### config.mk
export PLATFORM = sky130hd
export DESIGN_NAME = selective_repeat_arq
export DESIGN_NICKNAME = d
export VERILOG_FILES = /design/src/rtl/core/srarq_pkg.sv /design/src/rtl/core/srarq_ctrl.sv /design/src/rtl/core/srarq_dp.sv /design/src/rtl/core/selective_repeat_arq.sv
export VERILOG_INCLUDE_DIRS = /design/src /design/src/rtl/core
export SDC_FILE = /design/constraint.sdc
export NUM_CORES = 2
export LEC_CHECK = 0
export BUFFER_PORTS_ARGS = -buffer_cell sky130_fd_sc_hd__buf_4
export CAP_MARGIN = 20
export CORE_MARGIN = 5
export CORE_UTILIZATION = 55
export DETAILED_ROUTE_END_ITERATION = 16
export HOLD_SLACK_MARGIN = 0.15
export PLACE_DENSITY_LB_ADDON = 0.08
export REMOVE_ABC_BUFFERS = 1
export SYNTH_ARGS = -nofsm -noshare
export SYNTH_HDL_FRONTEND = slang
export SYNTH_HIERARCHICAL = 1
export SYNTH_SLANG_ARGS = --single-unit
### constraint.sdc
create_clock -name i_clk -period 8.2 [get_ports i_clk]
set_clock_uncertainty 0.2 [all_clocks]
set_input_delay 1.64 -clock i_clk [delete_from_list [all_inputs] [get_ports i_clk]]
set_output_delay 1.64 -clock i_clk [all_outputs]
set_load 0.005 [all_outputs]
### src/rtl/core/selective_repeat_arq_assert.svh
// assertion macros used by the datapath rtl file srarq_dp.sv
`ifndef SELECTIVE_REPEAT_ARQ_ASSERT_SVH
`define SELECTIVE_REPEAT_ARQ_ASSERT_SVH

// same-cycle implication, sampled on the rising clock edge
`define SRA_ASSERT_NOW(lbl, ante, cons) \
    lbl: assert property (@(posedge i_clk) disable iff (!i_rst_n) (ante) |-> (cons)) \
        else $error("assertion failed");

// next-cycle implication, sampled on the rising clock edge
`define SRA_ASSERT_NEXT(lbl, ante, cons) \
    lbl: assert property (@(posedge i_clk) disable iff (!i_rst_n) (ante) |=> (cons)) \
        else $error("assertion failed");

`endif

### src/rtl/core/srarq_pkg.sv
// types, codes and helper functions of the selective repeat arq engine
package srarq_pkg;

    localparam int PEERS      = 4;
    localparam int WINDOW     = 4;
    localparam int SEQ_BITS   = 7;
    localparam int PAY_BITS   = 32;
    localparam int TIM_BITS   = 16;
    localparam int SLOTS      = PEERS * WINDOW;

    // request types
    localparam logic [1:0] REQ_SEND  = 2'd0;
    localparam logic [1:0] REQ_FRAME = 2'd1;
    localparam logic [1:0] REQ_TICK  = 2'd2;

    // received frame kinds
    localparam logic [1:0] FK_DATA = 2'd0;
    localparam logic [1:0] FK_ACK  = 2'd1;
    localparam logic [1:0] FK_NAK  = 2'd2;

    // result kinds
    localparam logic [2:0] OK_DATA    = 3'd0;
    localparam logic [2:0] OK_ACK     = 3'd1;
    localparam logic [2:0] OK_NAK     = 3'd2;
    localparam logic [2:0] OK_DELIVER = 3'd3;
    localparam logic [2:0] OK_STATUS  = 3'd4;

    // configuration register indexes
    localparam logic [1:0] CFG_FRAME_TIMEOUT = 2'd0;
    localparam logic [1:0] CFG_ACK_TIMEOUT   = 2'd1;

    typedef struct packed {
        logic idle;
        logic accept;
        logic send;
        logic nak;
        logic store;
        logic dlv_rd;
        logic dlv_em;
        logic nakr;
        logic rs_em;
        logic ackloop;
        logic tack;
        logic tft;
        logic tem;
        logic fin;
    } t_cmd;

    typedef struct packed {
        logic       in_valid;
        logic [1:0] in_req;
        logic [1:0] in_kind;
        logic       emit_ok;
        logic       bc_room;
        logic       nak_cond;
        logic       store_ok;
        logic       dlv_hit;
        logic       rs_ok;
        logic       ack_more;
        logic       ack_expire;
        logic       ft_expire;
        logic       j_last;
        logic       q_last;
    } t_stat;

    // b lies in the circular range [a, c)
    function automatic logic in_window(logic [SEQ_BITS-1:0] a, logic [SEQ_BITS-1:0] b,
                                       logic [SEQ_BITS-1:0] c);
        return ((a <= b) && (b < c)) || ((c < a) && (a <= b)) || ((b < c) && (c < a));
    endfunction

    // a zero timeout loads as one
    function automatic logic [TIM_BITS-1:0] load_timer(logic [TIM_BITS-1:0] t);
        return (t == '0) ? TIM_BITS'(1) : t;
    endfunction

endpackage

### src/rtl/core/srarq_ctrl.sv
// controller state machine of the selective repeat arq engine
module srarq_ctrl (
    input  logic           i_clk,
    input  logic           i_rst_n,
    input  srarq_pkg::t_stat i_st,
    output srarq_pkg::t_cmd  o_cmd
);
    import srarq_pkg::*;

    typedef enum logic [14:0] {
        ST_IDLE    = 15'h0001,
        ST_SEND    = 15'h0002,
        ST_NAK     = 15'h0004,
        ST_STORE   = 15'h0008,
        ST_DLV_RD  = 15'h0010,
        ST_DLV_EM  = 15'h0020,
        ST_NAKR    = 15'h0040,
        ST_RS_EM   = 15'h0080,
        ST_ACKLOOP = 15'h0100,
        ST_TACK    = 15'h0200,
        ST_TFT     = 15'h0400,
        ST_TEM     = 15'h0800,
        ST_FIN     = 15'h1000
    } t_state;

    t_state r_state, n_state;

    always_ff @(posedge i_clk) begin
        if (!i_rst_n) begin
            r_state <= ST_IDLE;
        end else begin
            r_state <= n_state;
        end
    end

    always_comb begin
        n_state = r_state;
        case (r_state)
            ST_IDLE: begin
                if (i_st.in_valid) begin
                    case (i_st.in_req)
                        REQ_SEND:  n_state = ST_SEND;
                        REQ_FRAME: begin
                            if (i_st.in_kind == FK_DATA) begin
                                n_state = ST_NAK;
                            end else if (i_st.in_kind == FK_NAK) begin
                                n_state = ST_NAKR;
                            end else begin
                                n_state = ST_ACKLOOP;
                            end
                        end
                        REQ_TICK:  n_state = ST_TACK;
                        default:   n_state = ST_FIN;
                    endcase
                end
            end
            ST_SEND: begin
                if (!i_st.bc_room || i_st.emit_ok) n_state = ST_FIN;
            end
            ST_NAK: begin
                if (!i_st.nak_cond || i_st.emit_ok) n_state = ST_STORE;
            end
            ST_STORE: begin
                n_state = i_st.store_ok ? ST_DLV_RD : ST_ACKLOOP;
            end
            ST_DLV_RD: begin
                n_state = i_st.dlv_hit ? ST_DLV_EM : ST_ACKLOOP;
            end
            ST_DLV_EM: begin
                if (i_st.emit_ok) n_state = ST_DLV_RD;
            end
            ST_NAKR: begin
                n_state = i_st.rs_ok ? ST_RS_EM : ST_ACKLOOP;
            end
            ST_RS_EM: begin
                if (i_st.emit_ok) n_state = ST_ACKLOOP;
            end
            ST_ACKLOOP: begin
                if (!i_st.ack_more) n_state = ST_FIN;
            end
            ST_TACK: begin
                if (!i_st.ack_expire || i_st.emit_ok) n_state = ST_TFT;
            end
            ST_TFT: begin
                if (i_st.ft_expire) begin
                    n_state = ST_TEM;
                end else if (i_st.j_last) begin
                    n_state = i_st.q_last ? ST_FIN : ST_TACK;
                end
            end
            ST_TEM: begin
                if (i_st.emit_ok) begin
                    if (i_st.j_last) begin
                        n_state = i_st.q_last ? ST_FIN : ST_TACK;
                    end else begin
                        n_state = ST_TFT;
                    end
                end
            end
            ST_FIN: begin
                if (i_st.emit_ok) n_state = ST_IDLE;
            end
            default: n_state = ST_IDLE;
        endcase
    end

    always_comb begin
        o_cmd         = '0;
        o_cmd.idle    = (r_state == ST_IDLE);
        o_cmd.accept  = (r_state == ST_IDLE) && i_st.in_valid;
        o_cmd.send    = (r_state == ST_SEND);
        o_cmd.nak     = (r_state == ST_NAK);
        o_cmd.store   = (r_state == ST_STORE);
        o_cmd.dlv_rd  = (r_state == ST_DLV_RD);
        o_cmd.dlv_em  = (r_state == ST_DLV_EM);
        o_cmd.nakr    = (r_state == ST_NAKR);
        o_cmd.rs_em   = (r_state == ST_RS_EM);
        o_cmd.ackloop = (r_state == ST_ACKLOOP);
        o_cmd.tack    = (r_state == ST_TACK);
        o_cmd.tft     = (r_state == ST_TFT);
        o_cmd.tem     = (r_state == ST_TEM);
        o_cmd.fin     = (r_state == ST_FIN);
    end

endmodule

### src/rtl/core/srarq_dp.sv
// datapath of the selective repeat arq engine: windows, timers, stores, output register
`include "selective_repeat_arq_assert.svh"
module srarq_dp (
    input  logic             i_clk,
    input  logic             i_rst_n,
    input  srarq_pkg::t_cmd  i_cmd,
    output srarq_pkg::t_stat o_st,
    input  logic             i_s_tvalid,
    input  logic [47:0]      i_s_tdata,
    input  logic [3:0]       i_s_tuser,
    input  logic             i_cfg_valid,
    input  logic [1:0]       i_cfg_addr,
    input  logic [15:0]      i_cfg_data,
    output logic             o_m_tvalid,
    input  logic             i_m_tready,
    output logic [55:0]      o_m_tdata,
    output logic [2:0]       o_m_tuser,
    output logic             o_m_tlast
);
    import srarq_pkg::*;

    localparam int PB = $clog2(PEERS);
    localparam int WB = $clog2(WINDOW);
    localparam int SB = $clog2(SLOTS);

    logic [TIM_BITS-1:0] r_cfg_ft, r_cfg_at;

    logic [PB-1:0]       r_peer;
    logic [SEQ_BITS-1:0] r_seq, r_ack;
    logic [PAY_BITS-1:0] r_pay;

    logic [SEQ_BITS-1:0] r_sl [PEERS];
    logic [SEQ_BITS-1:0] r_sn [PEERS];
    logic [SEQ_BITS-1:0] r_rl [PEERS];
    logic [SEQ_BITS-1:0] r_rh [PEERS];
    logic [2:0]          r_bc [PEERS];
    logic                r_nak [PEERS];
    logic [TIM_BITS-1:0] r_at [PEERS];
    logic                r_arr [SLOTS];
    logic [TIM_BITS-1:0] r_ft [SLOTS];
    logic [SEQ_BITS-1:0] r_fs [SLOTS];

    logic [PAY_BITS-1:0] m_out [SLOTS];
    logic [PAY_BITS-1:0] m_in  [SLOTS];
    logic [PAY_BITS-1:0] r_rd_out, r_rd_in;

    logic [2:0]    r_i;
    logic [PB-1:0] r_q;
    logic [WB-1:0] r_j;

    logic          r_ov;
    logic [2:0]    r_o_kind;
    logic [1:0]    r_o_peer;
    logic [6:0]    r_o_seq, r_o_ack;
    logic [31:0]   r_o_pay;
    logic [3:0]    r_o_mask;
    logic          r_o_last;

    logic [PB-1:0]       w_p;
    logic [SEQ_BITS-1:0] w_sl, w_sn, w_rl, w_rh, w_r, w_ackof;
    logic [SB-1:0]       w_k, w_kseq, w_krl, w_kr, w_ksl, w_rd_addr;
    logic                w_emit_ok, w_load, w_tick;
    logic                w_advance;
    logic [3:0]          w_mask;

    t_stat w_st;
    logic [2:0]    n_kind;
    logic [1:0]    n_peer;
    logic [6:0]    n_seq, n_ack;
    logic [31:0]   n_pay;
    logic          n_last;

    assign w_tick  = i_cmd.tack || i_cmd.tft || i_cmd.tem;
    assign w_p     = w_tick ? r_q : r_peer;
    assign w_sl    = r_sl[w_p];
    assign w_sn    = r_sn[w_p];
    assign w_rl    = r_rl[w_p];
    assign w_rh    = r_rh[w_p];
    assign w_ackof = w_rl - SEQ_BITS'(1);
    assign w_r     = r_ack + SEQ_BITS'(1);
    assign w_k     = {r_q, r_j};
    assign w_kseq  = {r_peer, r_seq[WB-1:0]};
    assign w_krl   = {r_peer, w_rl[WB-1:0]};
    assign w_kr    = {r_peer, w_r[WB-1:0]};
    assign w_ksl   = {r_peer, w_sl[WB-1:0]};
    assign w_emit_ok = !r_ov || i_m_tready;
    assign w_advance = (i_cmd.tft && !w_st.ft_expire) || (i_cmd.tem && w_emit_ok);

    always_comb begin
        w_mask = '0;
        for (int q = 0; q < PEERS; q++) begin
            w_mask[q] = (r_bc[q] < 3'(WINDOW));
        end
    end

    always_comb begin
        w_st            = '0;
        w_st.in_valid   = i_s_tvalid;
        w_st.in_req     = i_s_tuser[1:0];
        w_st.in_kind    = i_s_tuser[3:2];
        w_st.emit_ok    = w_emit_ok;
        w_st.bc_room    = (r_bc[r_peer] < 3'(WINDOW));
        w_st.nak_cond   = (r_seq != w_rl) && r_nak[r_peer];
        w_st.store_ok   = in_window(w_rl, r_seq, w_rh) && !r_arr[w_kseq];
        w_st.dlv_hit    = r_arr[w_krl] && (r_i < 3'(WINDOW));
        w_st.rs_ok      = in_window(w_sl, w_r, w_sn);
        w_st.ack_more   = in_window(w_sl, r_ack, w_sn);
        w_st.ack_expire = (r_at[r_q] == TIM_BITS'(1));
        w_st.ft_expire  = (r_ft[w_k] == TIM_BITS'(1));
        w_st.j_last     = (r_j == WB'(WINDOW - 1));
        w_st.q_last     = (r_q == PB'(PEERS - 1));
    end
    assign o_st = w_st;

    // result selection
    always_comb begin
        w_load = 1'b0;
        n_kind = OK_STATUS;
        n_peer = w_p;
        n_seq  = '0;
        n_ack  = w_ackof;
        n_pay  = '0;
        n_last = 1'b0;
        if (i_cmd.send && w_st.bc_room) begin
            w_load = 1'b1;
            n_kind = OK_DATA;
            n_seq  = w_sn;
            n_pay  = r_pay;
        end else if (i_cmd.nak && w_st.nak_cond) begin
            w_load = 1'b1;
            n_kind = OK_NAK;
        end else if (i_cmd.dlv_em) begin
            w_load = 1'b1;
            n_kind = OK_DELIVER;
            n_ack  = '0;
            n_pay  = r_rd_in;
        end else if (i_cmd.rs_em) begin
            w_load = 1'b1;
            n_kind = OK_DATA;
            n_seq  = w_r;
            n_pay  = r_rd_out;
        end else if (i_cmd.tack && w_st.ack_expire) begin
            w_load = 1'b1;
            n_kind = OK_ACK;
        end else if (i_cmd.tem) begin
            w_load = 1'b1;
            n_kind = OK_DATA;
            n_seq  = r_fs[w_k];
            n_pay  = r_rd_out;
        end else if (i_cmd.fin) begin
            w_load = 1'b1;
            n_kind = OK_STATUS;
            n_peer = '0;
            n_ack  = '0;
            n_last = 1'b1;
        end
        w_load = w_load && w_emit_ok;
    end

    always_ff @(posedge i_clk) begin
        if (!i_rst_n) begin
            r_ov <= 1'b0;
        end else if (w_load) begin
            r_ov <= 1'b1;
        end else if (i_m_tready) begin
            r_ov <= 1'b0;
        end
    end

    always_ff @(posedge i_clk) begin
        if (w_load) begin
            r_o_kind <= n_kind;
            r_o_peer <= n_peer;
            r_o_seq  <= n_seq;
            r_o_ack  <= n_ack;
            r_o_pay  <= n_pay;
            r_o_mask <= n_last ? w_mask : 4'd0;
            r_o_last <= n_last;
        end
    end

    assign o_m_tvalid = r_ov;
    assign o_m_tuser  = r_o_kind;
    assign o_m_tlast  = r_o_last;
    assign o_m_tdata  = {4'd0, r_o_mask, r_o_pay, r_o_ack, r_o_seq, r_o_peer};

    // input field capture
    always_ff @(posedge i_clk) begin
        if (!i_rst_n) begin
            r_peer <= '0;
        end else if (i_cmd.accept) begin
            r_peer <= i_s_tdata[1:0];
            r_seq  <= i_s_tdata[8:2];
            r_ack  <= i_s_tdata[15:9];
            r_pay  <= i_s_tdata[47:16];
        end
    end

    // packet stores, the resend slot stays addressed while its frame waits
    assign w_rd_addr = (i_cmd.nakr || i_cmd.rs_em) ? w_kr : w_k;

    always_ff @(posedge i_clk) begin
        if (i_cmd.send && w_st.bc_room && w_emit_ok) begin
            m_out[{r_peer, w_sn[WB-1:0]}] <= r_pay;
        end
        r_rd_out <= m_out[w_rd_addr];
    end

    always_ff @(posedge i_clk) begin
        if (i_cmd.store && w_st.store_ok) begin
            m_in[w_kseq] <= r_pay;
        end
        r_rd_in <= m_in[w_krl];
    end

    // window and timer state
    always_ff @(posedge i_clk) begin
        if (!i_rst_n) begin
            r_cfg_ft <= TIM_BITS'(100);
            r_cfg_at <= TIM_BITS'(20);
            r_i <= '0;
            r_q <= '0;
            r_j <= '0;
            for (int p = 0; p < PEERS; p++) begin
                r_sl[p]  <= '0;
                r_sn[p]  <= '0;
                r_rl[p]  <= '0;
                r_rh[p]  <= SEQ_BITS'(WINDOW);
                r_bc[p]  <= '0;
                r_nak[p] <= 1'b1;
                r_at[p]  <= '0;
            end
            for (int k = 0; k < SLOTS; k++) begin
                r_arr[k] <= 1'b0;
                r_ft[k]  <= '0;
                r_fs[k]  <= '0;
            end
        end else begin
            if (i_cfg_valid) begin
                if (i_cfg_addr == CFG_FRAME_TIMEOUT) r_cfg_ft <= i_cfg_data;
                if (i_cfg_addr == CFG_ACK_TIMEOUT)   r_cfg_at <= i_cfg_data;
            end
            if (i_cmd.accept) begin
                r_q <= '0;
                r_j <= '0;
            end
            // packet to send
            if (i_cmd.send && w_st.bc_room && w_emit_ok) begin
                r_bc[r_peer] <= r_bc[r_peer] + 3'd1;
                r_sn[r_peer] <= w_sn + SEQ_BITS'(1);
                r_ft[{r_peer, w_sn[WB-1:0]}] <= load_timer(r_cfg_ft);
                r_fs[{r_peer, w_sn[WB-1:0]}] <= w_sn;
                r_at[r_peer] <= '0;
            end
            // nak on an out-of-order data frame while its nak flag is set, else start an idle ack timer
            if (i_cmd.nak) begin
                if (w_st.nak_cond) begin
                    if (w_emit_ok) begin
                        r_nak[r_peer] <= 1'b0;
                        r_at[r_peer]  <= '0;
                    end
                end else if (r_at[r_peer] == '0) begin
                    r_at[r_peer] <= load_timer(r_cfg_at);
                end
            end
            if (i_cmd.store && w_st.store_ok) begin
                r_arr[w_kseq] <= 1'b1;
                r_i <= '0;
            end
            // in-order delivery
            if (i_cmd.dlv_em && w_emit_ok) begin
                r_nak[r_peer] <= 1'b1;
                r_arr[w_krl]  <= 1'b0;
                r_rl[r_peer]  <= w_rl + SEQ_BITS'(1);
                r_rh[r_peer]  <= w_rh + SEQ_BITS'(1);
                if (r_at[r_peer] == '0) r_at[r_peer] <= load_timer(r_cfg_at);
                r_i <= r_i + 3'd1;
            end
            // resend on nak
            if (i_cmd.rs_em && w_emit_ok) begin
                r_ft[w_kr]   <= load_timer(r_cfg_ft);
                r_fs[w_kr]   <= w_r;
                r_at[r_peer] <= '0;
            end
            // slide the send window up to the acknowledged frame
            if (i_cmd.ackloop && w_st.ack_more) begin
                if (r_bc[r_peer] != 3'd0) r_bc[r_peer] <= r_bc[r_peer] - 3'd1;
                r_ft[w_ksl]  <= '0;
                r_sl[r_peer] <= w_sl + SEQ_BITS'(1);
            end
            // tick walk
            if (i_cmd.tack && (r_at[r_q] != '0) && (!w_st.ack_expire || w_emit_ok)) begin
                r_at[r_q] <= r_at[r_q] - TIM_BITS'(1);
            end
            if (i_cmd.tft && (r_ft[w_k] != '0) && !w_st.ft_expire) begin
                r_ft[w_k] <= r_ft[w_k] - TIM_BITS'(1);
            end
            if (i_cmd.tem && w_emit_ok) begin
                r_ft[w_k] <= load_timer(r_cfg_ft);
                r_at[r_q] <= '0;
            end
            if (w_advance) begin
                r_j <= r_j + WB'(1);
                if (w_st.j_last) r_q <= r_q + PB'(1);
            end
        end
    end

    `SRA_ASSERT_NOW(a_load_room, w_load, !r_ov || i_m_tready)
    `SRA_ASSERT_NOW(a_status_fin, w_load && n_last, i_cmd.fin)
    `SRA_ASSERT_NEXT(a_accept_clears, i_cmd.accept, (r_q == '0) && (r_j == '0))
    `SRA_ASSERT_NOW(a_bc_bound, 1'b1, r_bc[r_peer] <= 3'(WINDOW))

endmodule

### src/rtl/core/selective_repeat_arq.sv
// a result is loaded into the output register by the step that makes it; status ends each item
// a send item runs the send and status steps; a received frame runs the nak, store, delivery,
// resend and ack steps that its kind needs; the tick walk visits each ack and frame timer
// the next item is accepted after the status transfer has been loaded into the output register
// reset is synchronous active low: windows, marks, timers and timeouts return to their defaults
// the packet stores need no clearing pass and hold their contents across reset
module selective_repeat_arq (
    input  logic        i_clk,
    input  logic        i_rst_n,
    // input items
    input  logic        i_s_tvalid,
    output logic        o_s_tready,
    input  logic [47:0] i_s_tdata,   // peer[1:0], frame_seq[8:2], frame_ack[15:9], payload[47:16]
    input  logic [3:0]  i_s_tuser,   // req_type[1:0], rx_kind[3:2]
    // result items
    output logic        o_m_tvalid,
    input  logic        i_m_tready,
    output logic [55:0] o_m_tdata,   // out_peer[1:0], out_seq[8:2], out_ack[15:9],
                                     // out_payload[47:16], credit_mask[51:48], zero pad
    output logic [2:0]  o_m_tuser,   // out_kind[2:0]
    output logic        o_m_tlast,   // last result of the item
    // configuration writes
    input  logic        i_cfg_valid,
    output logic        o_cfg_ready,
    input  logic [1:0]  i_cfg_addr,  // 0 frame_timeout, 1 ack_timeout
    input  logic [15:0] i_cfg_data
);
    import srarq_pkg::*;

    t_cmd  w_cmd;
    t_stat w_st;

    // controller sequences one item at a time through its steps
    srarq_ctrl u_ctrl (
        .i_clk   (i_clk),
        .i_rst_n (i_rst_n),
        .i_st    (w_st),
        .o_cmd   (w_cmd)
    );

    // datapath holds all window state, timers, stores and the output register
    srarq_dp u_dp (
        .i_clk       (i_clk),
        .i_rst_n     (i_rst_n),
        .i_cmd       (w_cmd),
        .o_st        (w_st),
        .i_s_tvalid  (i_s_tvalid),
        .i_s_tdata   (i_s_tdata),
        .i_s_tuser   (i_s_tuser),
        .i_cfg_valid (i_cfg_valid),
        .i_cfg_addr  (i_cfg_addr),
        .i_cfg_data  (i_cfg_data),
        .o_m_tvalid  (o_m_tvalid),
        .i_m_tready  (i_m_tready),
        .o_m_tdata   (o_m_tdata),
        .o_m_tuser   (o_m_tuser),
        .o_m_tlast   (o_m_tlast)
    );

    // a new item transfer is taken only between items
    assign o_s_tready  = w_cmd.idle;
    // config writes are always accepted and registered
    assign o_cfg_ready = 1'b1;

endmodule
### Word level (Yosys, flattened, before mapping)

Memories as Yosys holds them, arrays and structs flattened. A register that Yosys moved wholly into a read port is not among the register bits.
Index checks and enable logic that the tools add are counted.

| operators by class | value |
|---|---|
| bitwise logic cells | 8 |
| multiplexer cells | 184 |
| reduce and logical (&&, ||, !) cells | 82 |
| div/mod/pow operators | 0 |
| $lt $le $gt $ge | 14 |
| equal/unequal tests | 32 |
| shifts and indexed selects | 0 |
| multipliers | 0 |
| $add $sub $neg | 13 |

Operators with widths:

| kind | number |
|---|---|
| 16-bit 2-to-1 mux | 14 |
| 15-bit 2-to-1 mux | 13 |
| 15-bit one-hot mux with 13 select lines | 1 |
| 32-bit 2-to-1 mux | 6 |
| 7-bit 2-to-1 mux | 19 |
| 16-bit OR reduction | 6 |
| 1-bit 2-to-1 mux | 79 |
| 2-bit 2-to-1 mux | 32 |
| 16-bit logical NOT | 3 |
| 15-bit one-hot mux with 3 select lines | 1 |
| 7-bit OR reduction | 6 |
| 4-bit 2-to-1 mux | 9 |
| 9-bit 2-to-1 mux | 4 |
| 7-bit by 1-bit adder with 7-bit output (second input constant) | 5 |
| 7-bit < comparator | 5 |
| 16-bit by 1-bit == test with 1-bit output (second input constant) | 2 |
| 16-bit nonzero test | 2 |
| 16-bit by 1-bit subtractor with 16-bit output (second input constant) | 2 |
| 1-bit logical AND | 28 |
| 7-bit less-or-equal comparator | 3 |
| 3-bit < comparator (second input constant) | 6 |
| 2-bit != test (second input constant) | 8 |
| 15-bit by 1-bit == test with 1-bit output (second input constant) | 1 |
| 15-bit by 10-bit == test with 1-bit output (second input constant) | 1 |
| other kinds (34) | 77 |

| storage, ports and cells | value |
|---|---|
| memories kept | 12 |
| RAM bits | 1600 |
| logic and storage cells | 365 |
| bits in registers | 159 |
| output and inout bits | 63 |
| ROM bits | 0 |
| bits in latches | 0 |

Memory list:

| memory | depth | bits a word | read ports | clocked after Yosys merged registers in | write ports | line | source |
|---|---|---|---|---|---|---|---|
| u_dp.m_in | 16 | 32 | 1 | 1 | 1 | srarq_dp.sv:44 | `logic [PAY_BITS-1:0] m_in [SLOTS];` |
| u_dp.m_out | 16 | 32 | 1 | 1 | 1 | srarq_dp.sv:43 | `logic [PAY_BITS-1:0] m_out [SLOTS];` |
| u_dp.r_ft | 16 | 16 | 1 | 0 | 16 | srarq_dp.sv:40 | `logic [TIM_BITS-1:0] r_ft [SLOTS];` |
| u_dp.r_fs | 16 | 7 | 1 | 0 | 16 | srarq_dp.sv:41 | `logic [SEQ_BITS-1:0] r_fs [SLOTS];` |
| u_dp.r_at | 4 | 16 | 2 | 2 | 4 | srarq_dp.sv:38 | `logic [TIM_BITS-1:0] r_at [PEERS];` |
| u_dp.r_rh | 4 | 7 | 1 | 0 | 4 | srarq_dp.sv:35 | `logic [SEQ_BITS-1:0] r_rh [PEERS];` |
| +6 memories | -- | -- | -- | -- | -- | -- |  |

### Depth between registers and ports, before layout

An unclocked memory read counts as a cell.

| depth | value |
|---|---|
| depth after elaboration | 18 |
| depth in mapped cells | 28 |
| depth with buffers taken out | 22 |

### Hierarchy

Netlist, hierarchy kept.

Modules (own cells, without submodules):

| module | cells an instance | area an instance (µm²) | times used |
|---|---|---|---|
| srarq_dp | 5130 | 78918.2 | 1 |
| srarq_ctrl | 144 | 1079.8 | 1 |
| selective_repeat_arq | 2 | 11.3 | 1 |

### Worst setup path before layout

OpenSTA, ideal clock, no wires.

| timing path | value |
|---|---|
| kind | reg-to-reg |
| start | register u_ctrl.r_state[0] |
| end | memory u_dp.m_in[13][0], enable pin |
| stages on the path, launching flop included | 20 |
| data arrival time | 7.390 ns |
| buffers on the path | 5 |
| path slack | 0.149 ns |
| cell sequence | dfxtp_1 -> or4_1 -> dlygate4sd1_1 -> nor3_1 -> and3_2 -> nor4b_1 -> nor2_2 -> buf_2 -> buf_1 -> mux2_2 -> o21ai_0 -> ha_1 -> a21oi_1 -> o21ai_0 -> o41a_1 -> or2_2 -> a21bo_2 -> clkbuf_1 -> clkbuf_1 -> nor3_1 |

RTL lines:

| item | line | source |
|---|---|---|
| start, declared | srarq_ctrl.sv:26 | `t_state r_state, n_state;` |
| start signal, assigned | srarq_ctrl.sv:32 | `r_state <= n_state;` |
| end, declared | srarq_dp.sv:44 |  |

==> qor.txt <==
synth top area cells: edfxtp_1, mux4_2, mux2i_1
Final ANT Viol Nets: 0
vias per inst: 6.501
fin. max-slew vios: 0
total die area: 0.1532 sq mm
worst hold path endpoint: u_dp/r_arr[6]$_SDFF_PP0_
drt total wl: 223200 um
Synth Area in XOR/XNOR: 0.006021
initial antenna violation count: 4
Bufs on Longest Clock Path: 3
TNS Setup: 0 ns
Worst-Margin Slew: 1.175 ns
CP max-delay cell: o211ai_1
max_cap viols: 0
post-synthesis mux area share: 0.1434
Syn Area/Cell: 15.16 sq um
vias in the first global route: 47947
CTS Sinks: 1823
post-detail-place hpwl: 138600 um
post-layout min period: 7.359 ns
worst setup slack after layout: 0.8409 ns
largest family of logic cells by synthesized area: multiplexers
Mapped Cells: 5276
largest net degree at the start of global routing: 129
Worst Min Path Start: u_dp/r_arr[6]$_SDFF_PP0_
chip height: 391.4 um
Yosys top cell area share: 0.6328
initial drt markers: 5453
simple-gate share of the synthesized area: 0.07104
Hold Path Class: reg2reg
CTS Root Cell: clkbuf_16
post-CTS sizing: 0
Startpoint Class: flip-flop
Row Count: 140
Compound-Gate Fraction of Synth Area: 0.07164
Synth Cell Area: 0.08001 sq mm
GRT busiest layer: met2
Adder-Cell Fraction of Synth Area: 0.01282
Die X: 391.4 um
maximum clock rate: 0.1359 GHz
CP required: 8.63 ns
worst r2r path cells: 21
CTS H-tree lvls: 4
r2r setup slk: 0.84 ns
GR met2 Demand/Resource: 0.4715
Slew HR: 0.2132
TritonCTS Buffers: 187
DRC: 0
via count: 48714
RR Startpoint: u_ctrl/r_state[2]$_SDFFE_PN0P_
cell taking the most area after synthesis: edfxtp_1
reg-to-reg endpoint: u_dp/r_bc[1][2]$_SDFFCE_PN0P_
synthesis-stage register bit count: 1823
CP dominant cell by count: a21oi_1
register area share after synthesis: 0.6671
Worst setup EP type: flip-flop
ys async rst share: 0
Static Leak: 31.06 nW
drt pass-1 iters: 8
CTS clk-pin slew, worst paths: 0.06 ns
GRT Residual Overflow: 0
total power: 21.50 mW
Worst-Skew Late Latency: 0.81 ns
Hold Vio Cnt, Final: 0
core area: 0.1452 sq mm
I/O Pins: 138
M1 GR Usage: 0.4075
outcome: finished, final reports clean
Pwr Density: 238.6 mW/mm^2
layout cells sized above 1: 0.1970
crit path max fanout: 29
GPL Wtd Cong: 0.9070
total track usage: 0.2907
FILL cells: 10610
Post-synth EDFFs: 1686
most frequent cells in the layout: edfxtp_1, nand2_1, mux2i_1
met3 usage in global routing: 0.04959
Most used DFF post-synth: edfxtp_1
placed inst area: 0.08343 sq mm
initial core utilization: 0.5510
fin area: 0.09008 sq mm
TritonCTS clock tree: built
WP data arrival: 7.79 ns
final worst path period share: 0.8974
first-pass GRT wire length: 326800 um
Area Overhead vs Synth: 12.59%
crit-path max cell delay: 0.93 ns
Port Buf Inserts: 132
hold depth: 2
WL per Instance: 29.79 um
CP cell instances: or4_1 -> nor3_1 -> and3_2 -> or3_1 -> mux2i_4 -> buf_4 -> nand3_1 -> o21ai_1 -> inv_1 -> ha_1 -> o21ai_0 -> a21oi_1 -> o31ai_1 -> and3_1 -> o211ai_1 -> nor2_1 -> fa_1 -> nor3_1 -> a21oi_1 -> or2_2 -> a21oi_1
synth warn: 6
Max VDD drop: 190.9 uV
final setup fails: 0
RSZ-0062 raised after global routing: false
Final #Nets: 5566
Yosys cell types: 99
post-CTS setup buffers: 0
CP Class: reg2reg
most common cell after layout, fill and taps aside: edfxtp_1
Post-CTS Hold Buffers: 0
dpl ws: 1.024 ns
## metrics by stage
step	hold WS, ns	util	instances
after CTS	0.2781	0.6187	7477
after floorplan	0.2361	-	4897
final	0.2786	0.6203	7493
after detailed placement	0.2661	0.5746	7126
after global placement	0.2547	0.5744	7123
after global routing	0.3082	0.6203	7491
## area by class of cell
cell class,instances,area [sq um],area share
well taps,1917,2399,0.02663
multi-input cells,2931,24700,0.2742
clock buffers,256,5152,0.05720
repair buffers,326,2651,0.02943
flip-flops and latches,1823,53390,0.5927
inverters,143,536.8,0.005959
clock inverters,95,1252,0.01390
diodes,2,5.005,0.00005556
## kinds of logic after synthesis
logic type | Yosys count
multiplexers | 728
AO/OA/AOI/OAI | 814
adder cells (fa/ha/maj) | 82
AND/OR/NAND/NOR | 1247
buffers and inverters | 525
flip-flops | 1823
XOR/XNOR | 55
other | 2
## flip-flops by register name, summed over array words and instances, names as in the netlist, 32 cells and up, named ones only
register and flops:
u_dp/m_in 512, u_dp/m_out 512, u_dp/r_at 64, u_dp/r_fs 112, u_dp/r_ft 256, u_dp/r_o_pay 32, u_dp/r_pay 32, u_dp/r_rd_in 32
u_dp/r_rd_out 32
## critical path: cells and delay by family, from the launching register on
kind	cells	cell delay, ns
AOI/OAI and AO/OA	7	1.75
adders and majority gates	2	0.83
buffers and inverters	2	0.59
DFF	1	0.42
muxes	1	0.46
and+or+nand+nor	9	2.91
## layer usage
layer  up-vias  routed length [um]
met5         -                   0
met2      2372              107500
met1     25031               89630
li1      20939                   -
met3       372               19040
met4         0                7040
## power breakdown
group	internal (mW)	leakage, nW	total (mW)	switching, mW
clock	5.15	3.12	8.78	3.62
sequential	10.4	17.1	10.6	0.204
combinational	0.744	10.9	2.08	1.34
## Yosys cell counts, types with 21 or more instances
library cell     n
a22oi_1         21
mux4_2         331
a21oi_1        104
o2bb2ai_1       61
inv_1          135
mux2_2          25
o21ai_0        120
ha_1            78
and2_1          46
edfxtp_1      1686
a222oi_1        32
mux2i_1        370
a211oi_1        85
nor4_1          34
nor3_1          62
clkbuf_1       218
buf_2           94
buf_1           40
nand2_1        526
nand4_1         28
dfxtp_1        137
a31oi_1         41
o22ai_1        216
xnor2_1         44
nand3_1        143
nor2_1         271
## worst max-delay path by stage
stage                              startpoint                             to  slack, ns
2_1_floorplan  u_ctrl/r_state[2]$_SDFFE_PN0P_     u_dp/m_in[13][0]$_DFFE_PP_     -22.74
3_3_place_gp   u_ctrl/r_state[2]$_SDFFE_PN0P_    u_dp/r_ft[12][10]$_DFFE_PP_       1.16
3_5_place_dp   u_ctrl/r_state[5]$_SDFFE_PN0P_  u_dp/r_bc[1][2]$_SDFFCE_PN0P_       1.02
4_1_cts        u_ctrl/r_state[2]$_SDFFE_PN0P_  u_dp/r_bc[1][2]$_SDFFCE_PN0P_       0.98
5_1_grt        u_ctrl/r_state[4]$_SDFFE_PN0P_  u_dp/r_bc[1][2]$_SDFFCE_PN0P_       0.49
6_report       u_ctrl/r_state[2]$_SDFFE_PN0P_  u_dp/r_bc[1][2]$_SDFFCE_PN0P_       0.84
Power figures use the tool's default switching activity.
